**config.mk**
```make
export PLATFORM = sky130hd
export DESIGN_NAME = bhe_queue
export DESIGN_NICKNAME = d
export VERILOG_FILES = /design/src/sv/bhe_pkg.sv /design/src/sv/bhe_queue.sv
export SDC_FILE = /design/constraint.sdc
export NUM_CORES = 1
export LEC_CHECK = 0
export BUFFER_PORTS_ARGS = -buffer_cell sky130_fd_sc_hd__buf_2
export CORE_MARGIN = 4
export CORE_UTILIZATION = 50
export CTS_BUF_LIST = sky130_fd_sc_hd__clkbuf_8 sky130_fd_sc_hd__clkbuf_16
export DETAILED_ROUTE_END_ITERATION = 8
export HOLD_SLACK_MARGIN = 0.03
export PLACE_DENSITY = 0.89
export SETUP_SLACK_MARGIN = 0.5
export SYNTH_ARGS = -nofsm -noshare
export SYNTH_HDL_FRONTEND = slang
export SYNTH_SLANG_ARGS = --single-unit
```
**constraint.sdc**
```tcl
create_clock -name clk -period 11.37 [get_ports clk]
set_clock_uncertainty 0.1 [all_clocks]
set_input_delay 0.5685 -clock clk [delete_from_list [all_inputs] [get_ports clk]]
set_output_delay 0.5685 -clock clk [all_outputs]
set_load 0.01 [all_outputs]
```
**src/sv/bhe_pkg.sv**
```systemverilog
// shared types and constants for the binned histogram engine
`timescale 1ns / 1ps

package bhe_pkg;

    localparam logic [1:0] KIND_ADD   = 2'd0;
    localparam logic [1:0] KIND_GET   = 2'd1;
    localparam logic [1:0] KIND_QUERY = 2'd2;
    localparam logic [1:0] KIND_CLEAR = 2'd3;

    localparam int QUEUE_DEPTH = 2;

    typedef enum logic [1:0] {
        F_IDLE,
        F_DIV,
        F_MUL,
        F_FIN
    } front_state_t;

    typedef enum logic [2:0] {
        B_SWEEP,
        B_IDLE,
        B_READ,
        B_MUL,
        B_RES
    } back_state_t;

    typedef struct packed {
        logic [1:0]  kind;
        logic        oor;
        logic [31:0] quot;
        logic [31:0] weight;
        logic [31:0] bin_low;
        logic [31:0] bin_high;
        logic [31:0] bw;
    } job_t;

endpackage

```
**src/sv/bhe_queue.sv**
```systemverilog
// small job queue between front and back
`timescale 1ns / 1ps

module bhe_queue (
    input  logic          clk,
    input  logic          rst_n,
    input  logic          wr_valid,
    output logic          wr_ready,
    input  bhe_pkg::job_t wr_data,
    output logic          rd_valid,
    input  logic          rd_pop,
    output bhe_pkg::job_t rd_data
);

    bhe_pkg::job_t slot_reg [bhe_pkg::QUEUE_DEPTH];
    logic       wptr_reg;
    logic       rptr_reg;
    logic [1:0] fill_reg;
    logic       push;
    logic       pop;

    assign wr_ready = (fill_reg != 2'(bhe_pkg::QUEUE_DEPTH));
    assign rd_valid = (fill_reg != 2'd0);
    assign rd_data  = slot_reg[rptr_reg];
    assign push     = wr_valid && wr_ready;
    assign pop      = rd_pop && rd_valid;

    always_ff @(posedge clk or negedge rst_n)
    begin
        if (!rst_n)
        begin
            wptr_reg <= 1'b0;
            rptr_reg <= 1'b0;
            fill_reg <= 2'd0;
        end
        else
        begin
            if (push)
            begin
                wptr_reg <= ~wptr_reg;
            end
            if (pop)
            begin
                rptr_reg <= ~rptr_reg;
            end
            if (push && !pop)
            begin
                fill_reg <= fill_reg + 2'd1;
            end
            else if (pop && !push)
            begin
                fill_reg <= fill_reg - 2'd1;
            end
        end
    end

    always_ff @(posedge clk)
    begin
        if (push)
        begin
            slot_reg[wptr_reg] <= wr_data;
        end
    end

endmodule

```
==> flow_summary.ini <==
[outcome]
status = finished, final reports clean

[detailed_routing]
vias = 6085
drc_errors = 0
met1_length_um = 8510
wl_met3_um = 1990
drt_iter0_drc = 343
antenna_left = 0
drtPass1Iterations = 4
met2_length_um = 12400
vias_per_cell = 4.96
detail_route.wl_per_cell_um = 19.4
top_layer = met5
routed_wl_um = 23800

[critical_path]
r2r_setup_slack_ps = 8680
r2r-start = fill_reg[0]$_DFFE_PN0P_
arrival_ps = 3280
path_class = register to output pin
r2r-end = slot_reg[0][43]$_DFFE_PP_
worst_setup_path_start_kind = register
crit_fanout = 85
r2r_cells = 5
endpoint_kind = output pin
required_ps = 10700

[global_routing]
grt_pass1_vias = 6597
grt_pass1_wl_um = 35800
track_usage_pct = 17.4
antenna_found_initial = 5
grt_overflow = 0
grt_start_max_net_pins = 86

[clocking]
clk_path_buf_depth = 3
cts_hold_buf = 1
clk_pin_slew_worst_paths_ps = 60
cts_max_level = 2
cts-buffers-inserted = 34
clock_latency_ps = 490
cts-root-buf = clkbuf_16
cts_sinks = 330
ctsResizeCount = 0
cts_tree = done
postCtsSetupRepairBufs = 0

[yosys]
synth.avg_cell_area_um2 = 23.0
yosysWarnings = 0
ys_ff_latch = 330
yosysTopAreaCell = edfxtp_1
netlist_instances = 525
ys.flop_type = edfxtp_1
synth_area_um2 = 12100
synth-edff-count = 326
ys_top_cells_by_area = edfxtp_1 81%, mux2_2 15%, clkbuf_8 1.4%
synthDominantCellAreaShare_pct = 81.2
yosysUniqueCellTypes = 14
synth_common_cells = 326 x edfxtp_1, 163 x mux2_2, 12 x clkbuf_8
syn_nets = 693
synth.most_common_cell = edfxtp_1
async_reset_ff_share_pct = 1.21
ys_seq_area_share_pct = 82.1

[place]
gp_congestion = 0.779
place_ws_ps = 7920
dp_hpwl_um = 15900
port_buffers = 331

[sta]
worstMarginPinSlew_ps = 1150
finalSetupViolations = 0
rsz0062_at_grt = false
layout_setup_ws_ps = 7430
fin_crit_ps = 3940
fin_setup_tns_ps = 0
hold_violations = 0
timing.fmax_ghz = 0.254
report.final.slew_viol_count = 0
relSlewSlack_pct = 23.6
min_period_over_period_pct = 34.7

[layout]
largest_register_ffs = 326
fillerInstances = 1623
multiInputGateArea_um2 = 1940
area_delta_synth_final_pct = 24.9
fin_nets = 1049
drive_above_1_share_pct = 60.7
seq_area_um2 = 9890

[floorplan]
io_pins = 332
fp.coreArea_um2 = 23600
row_count = 56
die_area_um2 = 26700
start_util_pct = 51.0
die_h_um = 163
die_w_um = 163

[job]
cap_violations = 0

[pwr]
leakagePower_nw = 5.67
p_per_area_nw_per_um2 = 260
irDropWorstVdd_uv = 175

[worst_hold_path]
hold_class = input port to register
hold_end = slot_reg[0][66]$_DFFE_PP_
hold_start = wr_data[66]
hold-path-cell-count = 1
through the flow:
stage | total power (W) | instance area (µm²) | hold slack (ps) | instances | utilization [%]
after global routing | 0.00411 | 15100 | 138 | 1227 | 63.8
after floorplan | 0.00255 | 12100 | 173 | 525 | -
final | 0.00391 | 15100 | 162 | 1227 | 63.8
after detailed placement | 0.00288 | 13900 | 281 | 1163 | 59.0
after global placement | 0.00285 | 13900 | 280 | 1163 | 59.0
after CTS | 0.00397 | 15100 | 135 | 1225 | 63.7
power by group:
group	leakage, nW	switching [W]	internal (W)	total [W]
clock	0.575	0.000421	0.000652	0.00107
sequential	3.07	0.000120	0.00167	0.00179
combinational	2.02	0.000565	0.000492	0.00106
cell type report:
type                            instances  share of cell area [%]
Inverter                                1                  0.0249
Tap cell                              319                    2.65
Timing Repair Buffer                  338                    11.4
Sequential cell                       330                    65.7
Antenna cell                            2                  0.0332
Clock buffer                           37                    6.15
Clock inverter                         24                    1.19
Multi-Input combinational cell        176                    12.9
worst max-delay path by stage:
stage | end | start | depth (start not counted) | slack, ps
2_1_floorplan | slot_reg[0][0]$_DFFE_PP_ | fill_reg[0]$_DFFE_PN0P_ | 3 | 3120
3_3_place_gp | rd_data[7] | rptr_reg$_DFFE_PN0P_ | 3 | 7910
3_5_place_dp | rd_data[60] | rptr_reg$_DFFE_PN0P_ | 3 | 7920
4_1_cts | rd_data[60] | rptr_reg$_DFFE_PN0P_ | 3 | 7380
5_1_grt | rd_data[60] | rptr_reg$_DFFE_PN0P_ | 3 | 7260
6_report | rd_data[60] | rptr_reg$_DFFE_PN0P_ | 3 | 7430
layout by cell type, fill, tap and decap left out:
cell,Yosys,final
and3_4,0,1
buf_2,0,331
buf_4,0,6
bufinv_16,0,3
clkbuf_16,0,37
clkinv_1,0,6
clkinv_2,0,5
clkinvlp_4,0,1
dfrtp_1,4,3
dfrtp_4,0,1
diode_2,0,2
dlygate4sd3_1,0,1
edfxtp_1,326,326
ha_1,1,1
inv_1,1,10
mux2_2,163,163
nand2_1,2,2
nand2b_1,1,1
nor2_1,2,1
nor2_4,0,1
or2_2,1,1
xnor2_1,3,3
xor2_1,2,2
worst max-delay path, stage by stage, from the launching register on:
cell     delay, ps
dfrtp_4       1150
buf_4          890
mux2_2         450
buf_2          150
per-layer routing:
layer	GRT usage [%]	vias up
met5	0	-
met1	20.0	2916
li1	-	2815
met4	6.10	6
met3	5.40	70
met2	30.8	278
cells by family after synthesis:
logic type    after synthesis  share of synthesized area, %
flops                     330                          82.1
mux                       163                          15.2
buf+inv                    19                          1.96
simple gates                7                         0.280
xor+xnor                    5                         0.363
fa+ha+maj                   1                         0.104
No activity file was read; power rests on OpenSTA's default activity.
