`config.mk`:
```
export PLATFORM = sky130hd
export DESIGN_NAME = bhe_front
export DESIGN_NICKNAME = d
export VERILOG_FILES = /design/src/sv/bhe_pkg.sv /design/src/sv/bhe_front.sv
export SDC_FILE = /design/constraint.sdc
export NUM_CORES = 2
export LEC_CHECK = 0
export BUFFER_PORTS_ARGS = -buffer_cell sky130_fd_sc_hd__buf_2
export CAP_MARGIN = 40
export CORE_ASPECT_RATIO = 1.5
export CORE_MARGIN = 3
export CORE_UTILIZATION = 55
export CTS_CLUSTER_DIAMETER = 100
export DETAILED_ROUTE_END_ITERATION = 6
export MAX_ROUTING_LAYER = met4
export PLACE_DENSITY = 0.75
export SLEW_MARGIN = 25
export SYNTH_ARGS = -nofsm -noshare
export SYNTH_HDL_FRONTEND = slang
export SYNTH_SLANG_ARGS = --single-unit
```
`constraint.sdc`:
```
create_clock -name clk -period 18.4 [get_ports clk]
set_input_delay 0.92 -clock clk [delete_from_list [all_inputs] [get_ports clk]]
set_output_delay 0.92 -clock clk [all_outputs]
set_load 0.005 [all_outputs]
```
`src/sv/bhe_pkg.sv`:
```
// shared types and constants for the binned histogram engine
`timescale 1ns / 1ps

package bhe_pkg;

    localparam logic [1:0] KIND_ADD   = 2'd0;
    localparam logic [1:0] KIND_GET   = 2'd1;
    localparam logic [1:0] KIND_QUERY = 2'd2;
    localparam logic [1:0] KIND_CLEAR = 2'd3;

    localparam int QUEUE_DEPTH = 2;

    typedef enum logic [1:0] {
        F_IDLE,
        F_DIV,
        F_MUL,
        F_FIN
    } front_state_t;

    typedef enum logic [2:0] {
        B_SWEEP,
        B_IDLE,
        B_READ,
        B_MUL,
        B_RES
    } back_state_t;

    typedef struct packed {
        logic [1:0]  kind;
        logic        oor;
        logic [31:0] quot;
        logic [31:0] weight;
        logic [31:0] bin_low;
        logic [31:0] bin_high;
        logic [31:0] bw;
    } job_t;

endpackage

```
`src/sv/bhe_front.sv`:
```
// front end: takes transactions, divides by the bin width, builds jobs
`timescale 1ns / 1ps

module bhe_front #(
    parameter int NUM_BINS = 1024
) (
    input  logic               clk,
    input  logic               rst_n,
    input  logic               in_valid,
    output logic               in_ready,
    input  logic [1:0]         kind,
    input  logic [31:0]        value,
    input  logic signed [31:0] weight,
    input  logic               cfg_wr_en,
    input  logic [31:0]        cfg_wr_data,
    output logic               job_valid,
    output bhe_pkg::job_t      job,
    input  logic               job_ready
);

    bhe_pkg::front_state_t state_reg, state_next;

    logic [31:0] bw_reg;
    logic [1:0]  kind_reg;
    logic [31:0] weight_reg;
    logic [31:0] dvd_reg;
    logic [31:0] rem_reg;
    logic [4:0]  cnt_reg;
    logic [31:0] blow_reg;
    logic        oor_reg;
    logic        zero_reg;

    logic [32:0] shifted;
    logic [32:0] trial;
    logic [63:0] prod;
    logic [32:0] high_sum;
    logic        accept;

    assign shifted  = {rem_reg, dvd_reg[31]};
    assign trial    = shifted - {1'b0, bw_reg};
    assign prod     = dvd_reg * bw_reg;
    assign high_sum = {1'b0, blow_reg} + {1'b0, bw_reg} - 33'd1;
    assign in_ready = (state_reg == bhe_pkg::F_IDLE);
    assign accept   = in_valid && in_ready;

    always_ff @(posedge clk or negedge rst_n)
    begin
        if (!rst_n)
        begin
            state_reg <= bhe_pkg::F_IDLE;
        end
        else
        begin
            state_reg <= state_next;
        end
    end

    always_comb
    begin
        state_next = state_reg;
        job_valid  = 1'b0;
        unique case (state_reg)
            bhe_pkg::F_IDLE:
            begin
                if (accept)
                begin
                    if (kind == bhe_pkg::KIND_CLEAR || bw_reg == 32'd0)
                    begin
                        state_next = bhe_pkg::F_FIN;
                    end
                    else
                    begin
                        state_next = bhe_pkg::F_DIV;
                    end
                end
            end
            bhe_pkg::F_DIV:
            begin
                if (cnt_reg == 5'd31)
                begin
                    state_next = bhe_pkg::F_MUL;
                end
            end
            bhe_pkg::F_MUL:
            begin
                state_next = bhe_pkg::F_FIN;
            end
            bhe_pkg::F_FIN:
            begin
                job_valid = 1'b1;
                if (job_ready)
                begin
                    state_next = bhe_pkg::F_IDLE;
                end
            end
            default:
            begin
                state_next = bhe_pkg::F_IDLE;
            end
        endcase
    end

    always_ff @(posedge clk or negedge rst_n)
    begin
        if (!rst_n)
        begin
            bw_reg <= 32'd1;
        end
        else if (accept && kind == bhe_pkg::KIND_CLEAR)
        begin
            bw_reg <= 32'd1;
        end
        else if (cfg_wr_en)
        begin
            bw_reg <= cfg_wr_data;
        end
    end

    always_ff @(posedge clk)
    begin
        case (state_reg)
            bhe_pkg::F_IDLE:
            begin
                kind_reg   <= kind;
                weight_reg <= weight;
                dvd_reg    <= value;
                rem_reg    <= 32'd0;
                cnt_reg    <= 5'd0;
                blow_reg   <= 32'd0;
                zero_reg   <= (bw_reg == 32'd0);
                oor_reg    <= (kind != bhe_pkg::KIND_CLEAR) && (bw_reg == 32'd0);
            end
            bhe_pkg::F_DIV:
            begin
                cnt_reg <= cnt_reg + 5'd1;
                if (!trial[32])
                begin
                    rem_reg <= trial[31:0];
                    dvd_reg <= {dvd_reg[30:0], 1'b1};
                end
                else
                begin
                    rem_reg <= shifted[31:0];
                    dvd_reg <= {dvd_reg[30:0], 1'b0};
                end
            end
            bhe_pkg::F_MUL:
            begin
                blow_reg <= prod[31:0];
                oor_reg  <= (dvd_reg >= 32'(NUM_BINS));
            end
            default:
            begin
            end
        endcase
    end

    always_comb
    begin
        job.kind    = kind_reg;
        job.oor     = oor_reg;
        job.quot    = dvd_reg;
        job.weight  = weight_reg;
        job.bin_low = blow_reg;
        job.bw      = bw_reg;
        if (kind_reg == bhe_pkg::KIND_CLEAR)
        begin
            job.bin_high = 32'd0;
        end
        else if (zero_reg || high_sum[32])
        begin
            job.bin_high = 32'hFFFF_FFFF;
        end
        else
        begin
            job.bin_high = high_sum[31:0];
        end
    end

endmodule

```
==> metrics.cfg <==
[clocking]
clockBufferDepth = 2
numClockSinks = 171
cts_resized = 0
cts_tree = built
hold_buffers = 0
clkLatencyLatePin_ns = 0.47
clkSlewWorstSetupHoldPaths_ns = 0.09
htreeDepth = 4
cts_made_buffers = 17
cts_root_buf = clkbuf_16
cts_setup_buffers = 0

[yosys]
yosys.area.top_type_share_pct = 30.7
ys_ff_latch = 171
yosysMostFrequentCell = inv_1
yosys.area_share.adder_pct = 41.2
syn_avg_cell_area_sq_um = 9.49
ys_types = 78
syn-num-nets = 3558
yosys_warnings = 0
synthSimpleGateAreaFrac_pct = 15.5
synth-xor-area-share_pct = 4.52
synth.mux.area_fraction_pct = 3.51
yosysSeqAreaShare_pct = 18.6
synth_top_family_by_area = adder cells
synth_top_cell_by_area = fa_1
synth_compound_area_share_pct = 6.75
yosys-top-cells-area = fa_1, edfxtp_1, ha_1, inv_1, and2_1
async_reset_ff_share_pct = 19.9
synth_area_sq_um = 26800
synth_edf_count = 137
synth_ff_type = edfxtp_1
synth_common_cells = inv_1, fa_1, and2_1, nand2_1, ha_1
syn-instance-count = 2820

[global_route]
grt_pass1_wl_mm = 123
grt_pass1_vias = 22600
grt.overflow.total = 0
antenna_found_initial = 1
track_usage_pct = 32.5
grt_max_degree = 72

[run]
cap_violations = 0

[critical_path]
path_max_fanout = 16
required_ns = 18.63
reg2reg_setup_slack_ns = 10.60
timing.rr.end = blow_reg[31]$_SDFFCE_PN0P_
worstRegToRegCells = 25
critical-path-top-delay-family = adder cells
crit_path_frequent_cell = fa_1
slowest_stage = dfrtp_1
rr_startpoint = bw_reg[6]$_DFFE_PN0P_
crit_type = reg2reg
worst_path_largest_cell_delay_ns = 0.73
path_buf_inv = 5
start_kind = flip-flop
arrival_ns = 8.03
end_kind = flip-flop

[detailed_routing]
drtIter0Drc = 1334
routedWlPerCell_um = 21.5
vias = 20700
firstDrtPassIters = 6
drc = 0
postRouteAntennaNets = 0
avgViaCountPerCell = 5.63
wl_mm = 79.3

[layout]
register_area_sq_um = 4970
fillers = 4077
fin_nets = 3758
drive_gt1_share_pct = 13.3
fin_util_pct = 61.3
area_growth_pct = 9.87
multi_input_area_sq_um = 19200

[die]
fp.coreArea_sq_um = 47900
ios = 268
die_w_um = 186
fp.dieH_um = 276
fp-row-count = 98
die_area_sq_um = 51400
start_util_pct = 55.8

[timing]
slew_viol_final = 0
hold_slack_ns = 0.362
setup_violations = 0
tns_ns = 0
hold_viol = 0
max_freq_mhz = 128
fin_crit_sh_pct = 42.4
slew_headroom_pct = 42.1
min_period_ns = 7.80
setup_ws_ns = 10.60
tightestPinTransition_ns = 0.868
clock_skew_ns = 0.0232
rsz0062_at_grt = false

[placed_design]
dp_slack_ns = 10.65
io_buffers = 267
globalplace.congestion = 0.933
dp_hpwl_mm = 64.4

[worst_hold_path]
hold_path_class = in2async

[status]
status = finished clean

## stage by stage
stage	cell area, sq um	std cells
floorplan	26800	2820
global placement	28600	3641
detailed placement	28800	3650
CTS	29400	3682
global route	29400	3684
finish	29400	3684
## area by class of cell
class | count | area share [%]
flip-flops and latches | 171 | 16.9
diodes | 1 | 0.00851
clock inverters | 15 | 0.528
repair buffers | 314 | 6.06
multi-input cells | 1955 | 65.1
well taps | 650 | 2.77
clock buffers | 17 | 1.45
inverters | 561 | 7.16
## worst max path at each step
stage                                from                          to  slack (ns)  depth (start not counted)
global route        bw_reg[2]$_DFFE_PN0P_  blow_reg[31]$_SDFFCE_PN0P_       10.24                         25
CTS                 bw_reg[2]$_DFFE_PN0P_  blow_reg[31]$_SDFFCE_PN0P_       10.64                         25
detailed placement  bw_reg[2]$_DFFE_PN0P_  blow_reg[31]$_SDFFCE_PN0P_       10.65                         25
global placement    bw_reg[6]$_DFFE_PN0P_  blow_reg[31]$_SDFFCE_PN0P_       10.61                         24
finish              bw_reg[6]$_DFFE_PN0P_  blow_reg[31]$_SDFFCE_PN0P_       10.60                         25
floorplan           dvd_reg[14]$_DFFE_PP_  blow_reg[31]$_SDFFCE_PN0P_       11.22                         26
## routing by layer
| metal | up-vias | GRT usage, % | wire, um |
|---|---|---|---|
| li1 | 9135 | - | - |
| met2 | 824 | 56.8 | 42000 |
| met4 | 0 | 20.8 | 6150 |
| met3 | 312 | 3.94 | 4140 |
| met5 | - | - | 0 |
| met1 | 10500 | 34.3 | 27100 |
## cell usage in the layout (no fill, tap or decap), types with 59 or more instances in the layout
| master | synthesis | layout |
|---|---|---|
| inv_1 | 560 | 560 |
| fa_1 | 410 | 410 |
| and2_1 | 305 | 305 |
| nand2_1 | 304 | 304 |
| buf_2 | 3 | 267 |
| ha_1 | 225 | 223 |
| edfxtp_1 | 137 | 137 |
| a21oi_1 | 94 | 94 |
| xnor2_1 | 90 | 90 |
| nor2_1 | 81 | 79 |
| mux2i_1 | 59 | 59 |
## logic make-up (layout without fill, tap and decap cells)
group                    count (synthesis)  after routing
AND/OR/NAND/NOR                        819            819
buffers and inverters                  694            907
adder cells (fa/ha/maj)                635            635
AO/OA/AOI/OAI                          273            273
flip-flops                             171            171
XOR/XNOR                               138            138
multiplexers                            90             90
other                                    0              1
Power is left out: the tool's default activity adds up to more than one toggle a clock period on the data nets, which glitch-free logic cannot reach.
